`src/rtl/sfir_pkg.sv`:
```
// sfir_pkg: shared constants, types and the coefficient table of the stereo fir filter
// no dependencies; compiled first
`timescale 1ns / 1ps

package sfir_pkg;

  localparam int TAP_COUNT      = 25;
  localparam int SAMPLE_BITS    = 16;
  localparam int COEF_FRAC_BITS = 15;
  // all coefficients stay below one half in magnitude, so one integer bit is enough
  localparam int COEF_BITS      = COEF_FRAC_BITS + 1;
  localparam int TAP_BITS       = (TAP_COUNT > 1) ? $clog2(TAP_COUNT) : 1;
  localparam int PROD_BITS      = SAMPLE_BITS + COEF_BITS;
  localparam int ACC_BITS       = PROD_BITS + TAP_BITS;

  typedef enum logic [1:0] {
    ST_IDLE,
    ST_MAC,
    ST_FIN
  } seq_state_t;

  // per-lane control issued by the sequencer
  typedef struct packed {
    logic                shift;
    logic                clear;
    logic                mac;
    logic [TAP_BITS-1:0] tap;
  } lane_ctl_t;

  // q1.15 tap weights, taps 1..24 mirrored about taps 12/13, rescaled to COEF_FRAC_BITS
  function automatic logic signed [COEF_BITS-1:0] coef_at(input logic [TAP_BITS-1:0] k);
    int q;
    int ki;
    ki = int'(k);
    case (ki)
      0:       q = 121;
      1:       q = 425;
      2:       q = 109;
      3:       q = 599;
      4:       q = 658;
      5:       q = -585;
      6:       q = 540;
      7:       q = -1029;
      8:       q = -3168;
      9:       q = -85;
      10:      q = -5762;
      11:      q = -6054;
      12:      q = 14292;
      13:      q = 14292;
      14:      q = -6054;
      15:      q = -5762;
      16:      q = -85;
      17:      q = -3168;
      18:      q = -1029;
      19:      q = 540;
      20:      q = -585;
      21:      q = 658;
      22:      q = 599;
      23:      q = 109;
      24:      q = 425;
      default: q = 0;
    endcase
    if (COEF_FRAC_BITS >= 15) begin
      q = q <<< (COEF_FRAC_BITS - 15);
    end else begin
      q = q >>> (15 - COEF_FRAC_BITS);
    end
    return COEF_BITS'(q);
  endfunction

endpackage

```
`src/rtl/sfir_if.sv`:
```
// sfir_in_if / sfir_out_if: valid-ready channels carrying stereo sample pairs
// depends on sfir_pkg for the sample width
`timescale 1ns / 1ps

interface sfir_in_if import sfir_pkg::*; ();
  logic                          valid;
  logic                          ready;
  logic signed [SAMPLE_BITS-1:0] left_sample;
  logic signed [SAMPLE_BITS-1:0] right_sample;

  modport source (output valid, output left_sample, output right_sample, input ready);
  modport sink   (input valid, input left_sample, input right_sample, output ready);
endinterface

interface sfir_out_if import sfir_pkg::*; ();
  logic                          valid;
  logic                          ready;
  logic signed [SAMPLE_BITS-1:0] left_filtered;
  logic signed [SAMPLE_BITS-1:0] right_filtered;

  modport source (output valid, output left_filtered, output right_filtered, input ready);
  modport sink   (input valid, input left_filtered, input right_filtered, output ready);
endinterface

```
`src/rtl/sfir_lane.sv`:
```
// sfir_lane: one channel's delay line, shared multiply-accumulate and output rounding
// depends on sfir_pkg
`timescale 1ns / 1ps

module sfir_lane import sfir_pkg::*; (
  input  logic                          clk,
  input  logic                          rst_n,
  input  lane_ctl_t                     ctl,
  input  logic signed [SAMPLE_BITS-1:0] sample,
  output logic signed [SAMPLE_BITS-1:0] result
);

  localparam logic signed [ACC_BITS-1:0] SAT_MAX  = ACC_BITS'((64'sd1 <<< (SAMPLE_BITS - 1)) - 1);
  localparam logic signed [ACC_BITS-1:0] SAT_MIN  = -SAT_MAX - ACC_BITS'(1);
  localparam logic signed [ACC_BITS-1:0] TRUNC_BIAS = ACC_BITS'((64'sd1 <<< COEF_FRAC_BITS) - 1);

  logic signed [SAMPLE_BITS-1:0] hist_r [TAP_COUNT];
  logic signed [ACC_BITS-1:0]    acc_r;
  logic signed [ACC_BITS-1:0]    acc_nxt;
  logic signed [SAMPLE_BITS-1:0] tap_sample;
  logic signed [PROD_BITS-1:0]   prod;
  logic signed [ACC_BITS-1:0]    biased;
  logic signed [ACC_BITS-1:0]    quot;

  // newest sample at index 0, index k is k items old
  always_ff @(posedge clk) begin
    if (!rst_n) begin
      for (int i = 0; i < TAP_COUNT; i++) begin
        hist_r[i] <= '0;
      end
    end else if (ctl.shift) begin
      hist_r[0] <= sample;
      for (int i = 1; i < TAP_COUNT; i++) begin
        hist_r[i] <= hist_r[i-1];
      end
    end
  end

  assign tap_sample = hist_r[ctl.tap];
  assign prod       = tap_sample * coef_at(ctl.tap);

  always_comb begin
    acc_nxt = acc_r;
    if (ctl.clear) begin
      acc_nxt = '0;
    end else if (ctl.mac) begin
      acc_nxt = acc_r + ACC_BITS'(prod);
    end
  end

  always_ff @(posedge clk) begin
    acc_r <= acc_nxt;
  end

  // truncate toward zero, then saturate
  assign biased = acc_r[ACC_BITS-1] ? (acc_r + TRUNC_BIAS) : acc_r;
  assign quot   = biased >>> COEF_FRAC_BITS;

  always_comb begin
    if (quot > SAT_MAX) begin
      result = SAT_MAX[SAMPLE_BITS-1:0];
    end else if (quot < SAT_MIN) begin
      result = SAT_MIN[SAMPLE_BITS-1:0];
    end else begin
      result = quot[SAMPLE_BITS-1:0];
    end
  end

endmodule

```
`src/rtl/sfir_ctrl.sv`:
```
// sfir_ctrl: sequencer stepping both lanes through the taps of one item
// depends on sfir_pkg
`timescale 1ns / 1ps

module sfir_ctrl import sfir_pkg::*; (
  input  logic      clk,
  input  logic      rst_n,
  input  logic      in_valid,
  input  logic      out_free,
  output logic      in_ready,
  output logic      load,
  output lane_ctl_t ctl
);

  localparam logic [TAP_BITS-1:0] LAST_TAP = TAP_BITS'(TAP_COUNT - 1);

  seq_state_t          state_r;
  seq_state_t          state_nxt;
  logic [TAP_BITS-1:0] tap_r;
  logic [TAP_BITS-1:0] tap_nxt;

  always_ff @(posedge clk) begin
    if (!rst_n) begin
      state_r <= ST_IDLE;
      tap_r   <= '0;
    end else begin
      state_r <= state_nxt;
      tap_r   <= tap_nxt;
    end
  end

  always_comb begin
    state_nxt = state_r;
    tap_nxt   = tap_r;
    in_ready  = 1'b0;
    load      = 1'b0;
    ctl       = '0;
    ctl.tap   = tap_r;
    case (state_r)
      ST_IDLE: begin
        in_ready = 1'b1;
        if (in_valid) begin
          ctl.shift = 1'b1;
          ctl.clear = 1'b1;
          tap_nxt   = '0;
          state_nxt = ST_MAC;
        end
      end
      ST_MAC: begin
        ctl.mac = 1'b1;
        if (tap_r == LAST_TAP) begin
          state_nxt = ST_FIN;
        end else begin
          tap_nxt = tap_r + TAP_BITS'(1);
        end
      end
      ST_FIN: begin
        if (out_free) begin
          load      = 1'b1;
          state_nxt = ST_IDLE;
        end
      end
      default: begin
        state_nxt = ST_IDLE;
      end
    endcase
  end

endmodule

```
`src/rtl/stereo_fir_filter_25tap.sv`:
```
// stereo_fir_filter_25tap: top level, two filter lanes, sequencer and output register
// depends on sfir_pkg, sfir_if, sfir_lane and sfir_ctrl
`timescale 1ns / 1ps

// usage
//   in_ch carries one stereo pair (left_sample, right_sample) per transfer,
//   out_ch returns one filtered pair (left_filtered, right_filtered) per input.
//   both channels are valid/ready; a transfer happens when both are high.
// timing
//   after an input transfer the two lanes run their 25 taps in parallel, one
//   tap per cycle through one multiplier per lane; the sum is truncated and
//   saturated in the final step and loaded into the output register once it
//   is free; out_ch.valid rises with that load.
//   in_ch.ready is high only while the sequencer is idle, so a new pair is
//   not accepted until the previous one has been loaded for output.
// stall
//   the output register holds a finished pair while out_ch.ready is low; the
//   next item may be accepted and filtered meanwhile, and waits in the final
//   step until the register frees up. nothing is dropped.
// reset
//   rst_n is synchronous, active low: delay lines clear to zero, the sequencer
//   goes idle and the output register is emptied.
module stereo_fir_filter_25tap import sfir_pkg::*; (
  input  logic        clk,
  input  logic        rst_n,
  sfir_in_if.sink     in_ch,
  sfir_out_if.source  out_ch
);

  lane_ctl_t                     ctl;
  logic                          load;
  logic                          out_free;
  logic                          ready;
  logic signed [SAMPLE_BITS-1:0] left_res;
  logic signed [SAMPLE_BITS-1:0] right_res;

  logic                          out_valid_r;
  logic signed [SAMPLE_BITS-1:0] left_out_r;
  logic signed [SAMPLE_BITS-1:0] right_out_r;

  // output slot can take a new pair when empty or being drained this cycle
  assign out_free = !out_valid_r || out_ch.ready;

  sfir_ctrl u_ctrl (
    .clk      (clk),
    .rst_n    (rst_n),
    .in_valid (in_ch.valid),
    .out_free (out_free),
    .in_ready (ready),
    .load     (load),
    .ctl      (ctl)
  );

  assign in_ch.ready = ready;

  // both lanes share the same tap sequence
  sfir_lane u_left (
    .clk    (clk),
    .rst_n  (rst_n),
    .ctl    (ctl),
    .sample (in_ch.left_sample),
    .result (left_res)
  );

  sfir_lane u_right (
    .clk    (clk),
    .rst_n  (rst_n),
    .ctl    (ctl),
    .sample (in_ch.right_sample),
    .result (right_res)
  );

  // merge the two lane results into one output pair
  always_ff @(posedge clk) begin
    if (!rst_n) begin
      out_valid_r <= 1'b0;
    end else if (load) begin
      out_valid_r <= 1'b1;
    end else if (out_ch.ready) begin
      out_valid_r <= 1'b0;
    end
  end

  always_ff @(posedge clk) begin
    if (load) begin
      left_out_r  <= left_res;
      right_out_r <= right_res;
    end
  end

  assign out_ch.valid          = out_valid_r;
  assign out_ch.left_filtered  = left_out_r;
  assign out_ch.right_filtered = right_out_r;

endmodule

```
`src/flat_wrapper.sv`:
```
// flat-port wrapper written by rule: the top's interface ports become plain ports
module stereo_fir_filter_25tap_flat import sfir_pkg::*;
  (clk, rst_n, in_ch_valid, in_ch_left_sample, in_ch_right_sample, in_ch_ready, out_ch_valid, out_ch_left_filtered, out_ch_right_filtered, out_ch_ready);
  sfir_in_if in_ch_i ();
  sfir_out_if out_ch_i ();
  input  logic clk;
  input  logic rst_n;
  input wire logic [$bits(in_ch_i.valid)-1:0] in_ch_valid;
  input wire logic [$bits(in_ch_i.left_sample)-1:0] in_ch_left_sample;
  input wire logic [$bits(in_ch_i.right_sample)-1:0] in_ch_right_sample;
  output wire logic [$bits(in_ch_i.ready)-1:0] in_ch_ready;
  output wire logic [$bits(out_ch_i.valid)-1:0] out_ch_valid;
  output wire logic [$bits(out_ch_i.left_filtered)-1:0] out_ch_left_filtered;
  output wire logic [$bits(out_ch_i.right_filtered)-1:0] out_ch_right_filtered;
  input wire logic [$bits(out_ch_i.ready)-1:0] out_ch_ready;
  assign in_ch_i.valid = in_ch_valid;
  assign in_ch_i.left_sample = in_ch_left_sample;
  assign in_ch_i.right_sample = in_ch_right_sample;
  assign in_ch_ready = in_ch_i.ready;
  assign out_ch_valid = out_ch_i.valid;
  assign out_ch_left_filtered = out_ch_i.left_filtered;
  assign out_ch_right_filtered = out_ch_i.right_filtered;
  assign out_ch_i.ready = out_ch_ready;
  stereo_fir_filter_25tap u_core (.clk(clk), .rst_n(rst_n), .in_ch(in_ch_i), .out_ch(out_ch_i));
endmodule
```
`config.mk`:
```
export PLATFORM = sky130hd
export DESIGN_NAME = stereo_fir_filter_25tap_flat
export DESIGN_NICKNAME = d
export VERILOG_FILES = /design/src/rtl/sfir_pkg.sv /design/src/rtl/sfir_if.sv /design/src/rtl/sfir_lane.sv /design/src/rtl/sfir_ctrl.sv /design/src/rtl/stereo_fir_filter_25tap.sv /design/src/flat_wrapper.sv
export SDC_FILE = /design/constraint.sdc
export NUM_CORES = 2
export LEC_CHECK = 0
export BUFFER_PORTS_ARGS = -buffer_cell sky130_fd_sc_hd__buf_4
export CORE_AREA = 2 2 476 478
export DETAILED_ROUTE_END_ITERATION = 10
export DIE_AREA = 0 0 478 480
export GPL_ROUTABILITY_DRIVEN = 1
export SYNTH_ARGS = -nofsm -noshare
export SYNTH_HDL_FRONTEND = slang
export SYNTH_SLANG_ARGS = --single-unit
export TNS_END_PERCENT = 30
```
`constraint.sdc`:
```
create_clock -name clk -period 77.4 [get_ports clk]
set_input_delay 7.74 -clock clk [delete_from_list [all_inputs] [get_ports clk]]
set_output_delay 7.74 -clock clk [all_outputs]
set_load 0.02 [all_outputs]
```
Word level (Yosys, flattened, before mapping)
Memories as Yosys holds them, arrays and structs flattened. A register that Yosys moved wholly into a read port is not among the register bits.
Cells that the tools add are included.
{"block": "word_totals", "out_inout_bits": 34, "reg_bits": 114, "rom_bits": 2048, "input_bits": 36, "ram_bits": 800, "n_memories": 4}
{"block": "op_classes", "reduce_logical": 7, "mul": 2, "eq_ne": 7, "magnitude_cmp": 4, "bitwise_logic": 50, "addsub": 5, "mux": 81}
{"name": "(name not given)", "words": 32, "width": 32, "rd": 1, "rd_ports_with_merged_regs": 1, "wr": 0, "line_no": "sfir_pkg.sv:35", "rtl": "case (ki)"}
{"name": "(name not given)", "words": 32, "width": 32, "rd": 1, "rd_ports_with_merged_regs": 1, "wr": 0, "line_no": "sfir_pkg.sv:35"}
{"name": "u_core.u_left.hist_r", "words": 25, "width": 16, "rd": 25, "rd_ports_with_merged_regs": 1, "wr": 25, "line_no": "sfir_lane.sv:17", "rtl": "logic signed [SAMPLE_BITS-1:0] hist_r [TAP_COUNT];"}
{"name": "u_core.u_right.hist_r", "words": 25, "width": 16, "rd": 25, "rd_ports_with_merged_regs": 1, "wr": 25, "line_no": "sfir_lane.sv:17"}
{"operator": "16-bit 2-to-1 mux", "n": 52}
{"operator": "37-bit by 16-bit adder with 37-bit output, second input constant", "n": 2}
{"operator": "37-bit by 32-bit adder with 37-bit output", "n": 2}
{"operator": "37-bit 2-to-1 mux", "n": 2}
{"operator": "16-bit by 16-bit multiplier with 32-bit output", "n": 2}
{"operator": "5-bit 2-to-1 mux", "n": 10}
{"operator": "1-bit OR", "n": 50}
{"operator": "22-bit by 16-bit > comparator with 1-bit output, second input constant", "n": 2}
{"operator": "22-bit by 16-bit < comparator with 1-bit output, second input constant", "n": 2}
{"operator": "1-bit 2-to-1 mux", "n": 10}
{"operator": "2-bit 2-to-1 mux", "n": 5}
{"operator": "5-bit case mux with 2 select lines", "n": 1}
{"operator": "2-bit inequality test, second input constant", "n": 3}
{"operator": "2-bit case mux with 3 select lines", "n": 1}
{"operator": "3-bit AND reduction", "n": 2}
{"operator": "5-bit by 1-bit adder with 5-bit output, second input constant", "n": 1}
{"operator": "5-bit equality test, second input constant", "n": 1}
{"operator": "2-bit nonzero test", "n": 2}
{"operator": "2-bit by 1-bit equality test with 1-bit output, second input constant", "n": 1}
{"operator": "2-bit equality test, second input constant", "n": 1}
{"operator": "2-bit zero test", "n": 1}
{"operator": "2-bit by 1-bit inequality test with 1-bit output, second input constant", "n": 1}
{"operator": "1-bit zero test", "n": 1}
{"operator": "1-bit logical OR", "n": 1}

Longest topological paths before layout
{"block": "logic_depth", "ltp_word": 6, "ltp_mapped": 32, "mapped_depth_nobuf": 27}

Modules after synthesis
A second synthesis with hierarchy kept.
{"block": "hier_totals", "hier_cells": 5481, "hier_area_um2": 65547.9}
{"module": "sfir_lane at u_core.u_right", "area_each_um2": 32169.6, "seq_area_each_um2": 12752.2, "cells_per_inst": 2726, "instances": 1}
{"module": "sfir_lane at u_core.u_left", "area_each_um2": 31943.1, "seq_area_each_um2": 12752.2, "cells_per_inst": 2665, "instances": 1}
{"module": "stereo_fir_filter_25tap", "area_each_um2": 1009.7, "seq_area_each_um2": 980.9, "cells_per_inst": 36, "instances": 1}
{"module": "sfir_ctrl", "area_each_um2": 425.4, "seq_area_each_um2": 140.1, "cells_per_inst": 54, "instances": 1}

Least setup slack after synthesis
No wires, ideal clock.
{"block": "synth_timing", "kind": "input-to-reg", "from": "input in_ch_valid", "to": "register (tool-made name)", "setup_ps": 131, "n_path_buf": 1, "stages": 9, "t_arrival_ps": 30718, "required_ps": 77269, "path_slack_ps": 46550, "path_cell_list": "or3b_2 -> buf_2 -> nand2_1 -> nor2_1 -> ha_1 -> nor2_1 -> nor3_1 -> a311oi_1 -> a21oi_1"}
{"item": "from (decl)", "line_no": "flat_wrapper.sv:8", "rtl": "input wire logic [$bits(in_ch_i.valid)-1:0] in_ch_valid;"}

==> summary.md <==
| Metric | Value |
|---|---|
| Outcome | finished clean |
| Register area | 27,050 sq um |
| Tmin final | 11,470 ps |
| Final setup viols | 0 |
| Avg WL per Cell | 17.73 um |
| Vias in the first global route | ~41,000 |
| Leak Pwr | 31.48 nW |
| Antenna violations before repair | 5 |
| Final setup TNS | 0 ps |
| CP Capture Type | flip-flop |
| Largest cells by area after synthesis | edfxtp_1 39%, fa_1 20%, mux4_2 7.7%, and3_1 5.8%, and2_1 4.8% |
| CP max FO | between 70 and 80 |
| Core area | 224,000 sq um |
| Area after DPL | 68,130 sq um |
| Number of synthesized flops with an enable pin | 832 |
| All-Layer GR Usage | 0.1281 |
| Num CTS Buffers | 98 |
| Req. time, crit path | approximately 80,000 ps |
| # rows | 174 |
| Nets | 6,061 |
| Die Y-Extent | 480 um |
| Syn_nets | 6,188 |
| Via count | 39,400 |
| Pwr/cell area | 34.07 nW/um^2 |
| Synthesis-to-layout area growth | 10.06% |
| Finished Layout Cells | 8,237 |
| Clock root buffer | clkbuf_16 |
| Largest area contributor in the netlist | edfxtp_1 |
| Antenna Nets Post-Route | 0 |
| Fill count | roughly 22,000 |
| Clk network pwr share | 0.197 |
| Post-Synthesis Cells | 5,290 |
| TritonCTS clock tree | done |
| TritonCTS Sinks | just over 900 |
| R2R depth | 26 |
| DRC | 0 |
| CTS resizes | 0 |
| Pin count of the biggest net entering global routing | approximately 280 |
| Vias/cell | about 4.8 |
| Hold-fix buffers, CTS | 0 |
| Synthesized flop and latch total | 934 |
| Hold slack | 477.6 ps |
| Routability cong. | 0.8409 |
| Fmax | 0.08716 GHz |
| Worst-margin pin slew | 1338 ps |
| Worst Skew | about 77 ps |
| Total power | 0.002431 W |
| Reg2reg setup slack | 67,250 ps |
| Hold path start | u_core.u_left.acc_r[13]$_SDFFE_PP0N_ |
| CTS H-Tree Depth | 3 |
| Hold EP | u_core.u_left.acc_r[13]$_SDFFE_PP0N_ |
| RSZ-0062 raised after global routing | false |
| Number of buffers added on ports | just under 70 |
| DPL Wire Length | around 96,000 um |
| Min-Delay Path Class | reg -> reg |
| Postcts setup bufs | 0 |
| Starting Density | 0.2894 |
| WP data arrival | 11,790 ps |
| Slew margin rel. | 0.1065 |
| Final Hold Fails | 0 |
| Switching power | 0.001002 W |
| Hold path depth | 2 |
| Combinational power share | 0.536 |
| Detailed Routing Iterations Pass 1 | 7 |
| Switching Share | 0.4123 |
| Worst vdd ir | 0.03387 mV |
| Syn Std Cell Area | between 60,000 and 70,000 sq um |
| Ys flop type | edfxtp_1 |
| Reg2reg end | u_core.u_right.acc_r[36]$_SDFFE_PP0N_ |
| Die width | 478 um |
| Max-cap violations | 0 |
| Post-synth top area share | 0.3853 |
| Period utilisation layout | 0.1482 |
| Die area | approximately 230,000 sq um |
| Io pins | 70 |
| Grt total ovfl | 0 |
| First-pass GRT wire length | around 240,000 um |
| Share of the yosys chip area belonging to registers | 0.4168 |
| Area of the multi-input gates | between 30,000 and 40,000 sq um |
| Syn avg cell area | 12.26 sq um |
| FFs w/ async S/R, synth | 0 |
| CTS max path bufs | 3 |
| Initial drt markers | about 3,500 |
| Layout cells sized above 1 | 0.1020 |
| Clk Latency, worst-skew pair | 760 ps |
| YS warnings | 0 |
| Netlist cell types | 69 |
| Startpoint types | primary input |
| Design Area, Final | 71,360 sq um |
| Max-slew violations | 0 |
| Placed cell count | 8,055 |
| Worst Setup Path Type | in -> reg |
| Reg power frac | 0.267 |
| Detailed-route wire length | 146,000 um |
| Internal | 0.001429 W |
| CTS clk-pin slew, worst paths | approximately 60 ps |
==> flip-flops by register name, summed over array words and instances (netlist names), named ones only <==
name,cells
u_core.u_right.hist_r,400
u_core.u_right.acc_r,37
u_core.u_ctrl.state_r,2
u_core.out_ch.left_filtered,16
u_core.u_left.hist_r,400
u_core.u_ctrl.tap_r,5
u_core.u_left.acc_r,37
u_core.out_ch.valid,1
u_core.out_ch.right_filtered,16
==> synthesized netlist by cell type (10+ instances only) <==
library cell and count:
a21o_1 34, nor2_1 94, buf_2 37, mux2i_1 36, edfxtp_1 832, nand2b_1 11, o21a_1 10, mux4_2 222
nand3_1 37, inv_1 695, dfxtp_1 102, fa_1 638, o21ai_0 123, clkbuf_1 277, and2_1 497, mux2_2 31
xnor2_1 52, nand2_1 398, xor2_1 38, a211oi_1 12, nor3_1 19, and3_1 601, o211ai_1 12, a21oi_1 103
ha_1 224, buf_4 12
==> worst max-delay path by stage <==
stage                     slack, ps  cells after the start   startpoint                                         to
final                         65930                      6  in_ch_valid   u_core.u_left.hist_r[0][5]$_SDFFCE_PN0P_
after global routing          65710                      6  in_ch_valid   u_core.u_left.hist_r[6][6]$_SDFFCE_PN0P_
after CTS                     65970                      6  in_ch_valid   u_core.u_left.hist_r[0][5]$_SDFFCE_PN0P_
after detailed placement      65200                      6  in_ch_valid  u_core.u_left.hist_r[10][1]$_SDFFCE_PN0P_
after global placement        65320                      6  in_ch_valid  u_core.u_left.hist_r[18][7]$_SDFFCE_PN0P_
after floorplan               46550                      9  in_ch_valid                                  flip-flop
==> cells in the final DEF (no fill, tap or decap), types with 12 or more instances in the layout <==
master,synthesis,layout
dfxtp_1,102,90
buf_4,12,107
xnor2_1,52,52
xor2_1,38,38
nor2_1,94,94
clkbuf_16,0,99
mux2_2,31,31
and3_1,601,601
clkinv_2,0,12
and2_1,497,496
a211oi_1,12,12
mux2i_1,36,36
clkbuf_1,277,24
a21o_1,34,34
a21oi_1,103,103
nand3_1,37,37
inv_1,695,695
fa_1,638,638
o211ai_1,12,12
nor3_1,19,19
clkinv_1,2,18
edfxtp_1,832,832
ha_1,224,224
o21ai_0,123,123
mux4_2,222,222
nand2_1,398,397
==> cell families after synthesis <==
logic type               synth area share
adder cells (fa/ha/maj)            0.2402
multiplexers                      0.08910
flip-flops                         0.4168
XOR/XNOR                          0.01216
AND/OR/NAND/NOR                    0.1458
buffers and inverters             0.06168
AO/OA/AOI/OAI                     0.03421
==> final cells by class <==
type,instances,area share
Antenna cell,2,0.00007014
Clock buffer,129,0.03714
Clock inverter,51,0.008031
Inverter,697,0.03666
Multi-Input combinational cell,3321,0.4742
Sequential cell,934,0.3791
Tap cell,2992,0.05246
Timing Repair Buffer,111,0.01231
==> per-stage QoR <==
| step | setup WS (ps) | utilization |
|---|---|---|
| global route | 65710 | 0.3185 |
| finish | 65930 | 0.3185 |
| CTS | 65970 | 0.3185 |
| floorplan | 46550 | - |
| global placement | 65320 | 0.3041 |
| detailed placement | 65200 | 0.3041 |
==> power groups by stage <==
| stage | Combinational [W] | Clock (W) | Sequential, W |
|---|---|---|---|
| 6_report | 0.00130 | 0.000479 | 0.000650 |
| 5_1_grt | 0.00150 | 0.000513 | 0.000655 |
| 4_1_cts | 0.00131 | 0.000493 | 0.000649 |
| 3_5_place_dp | 0.00130 | 0 | 0.000659 |
| 3_3_place_gp | 0.00128 | 0 | 0.000657 |
| 2_1_floorplan | 0.00102 | 0 | 0.000661 |
==> critical path, stage by stage <==
cell and delay [ps]:
buf_4 100, or3b_2 710, nand2_4 640, buf_4 830, buf_4 810, buf_4 770
==> layer usage <==
metal	wire, um	track usage	part of all wire
met1	70910	0.1927	0.49
met2	62980	0.1884	0.43
met5	27	0	0.00018
met3	9575	0.02830	0.066
met4	2515	0.02457	0.017
No activity file was read; power rests on OpenSTA's default activity.
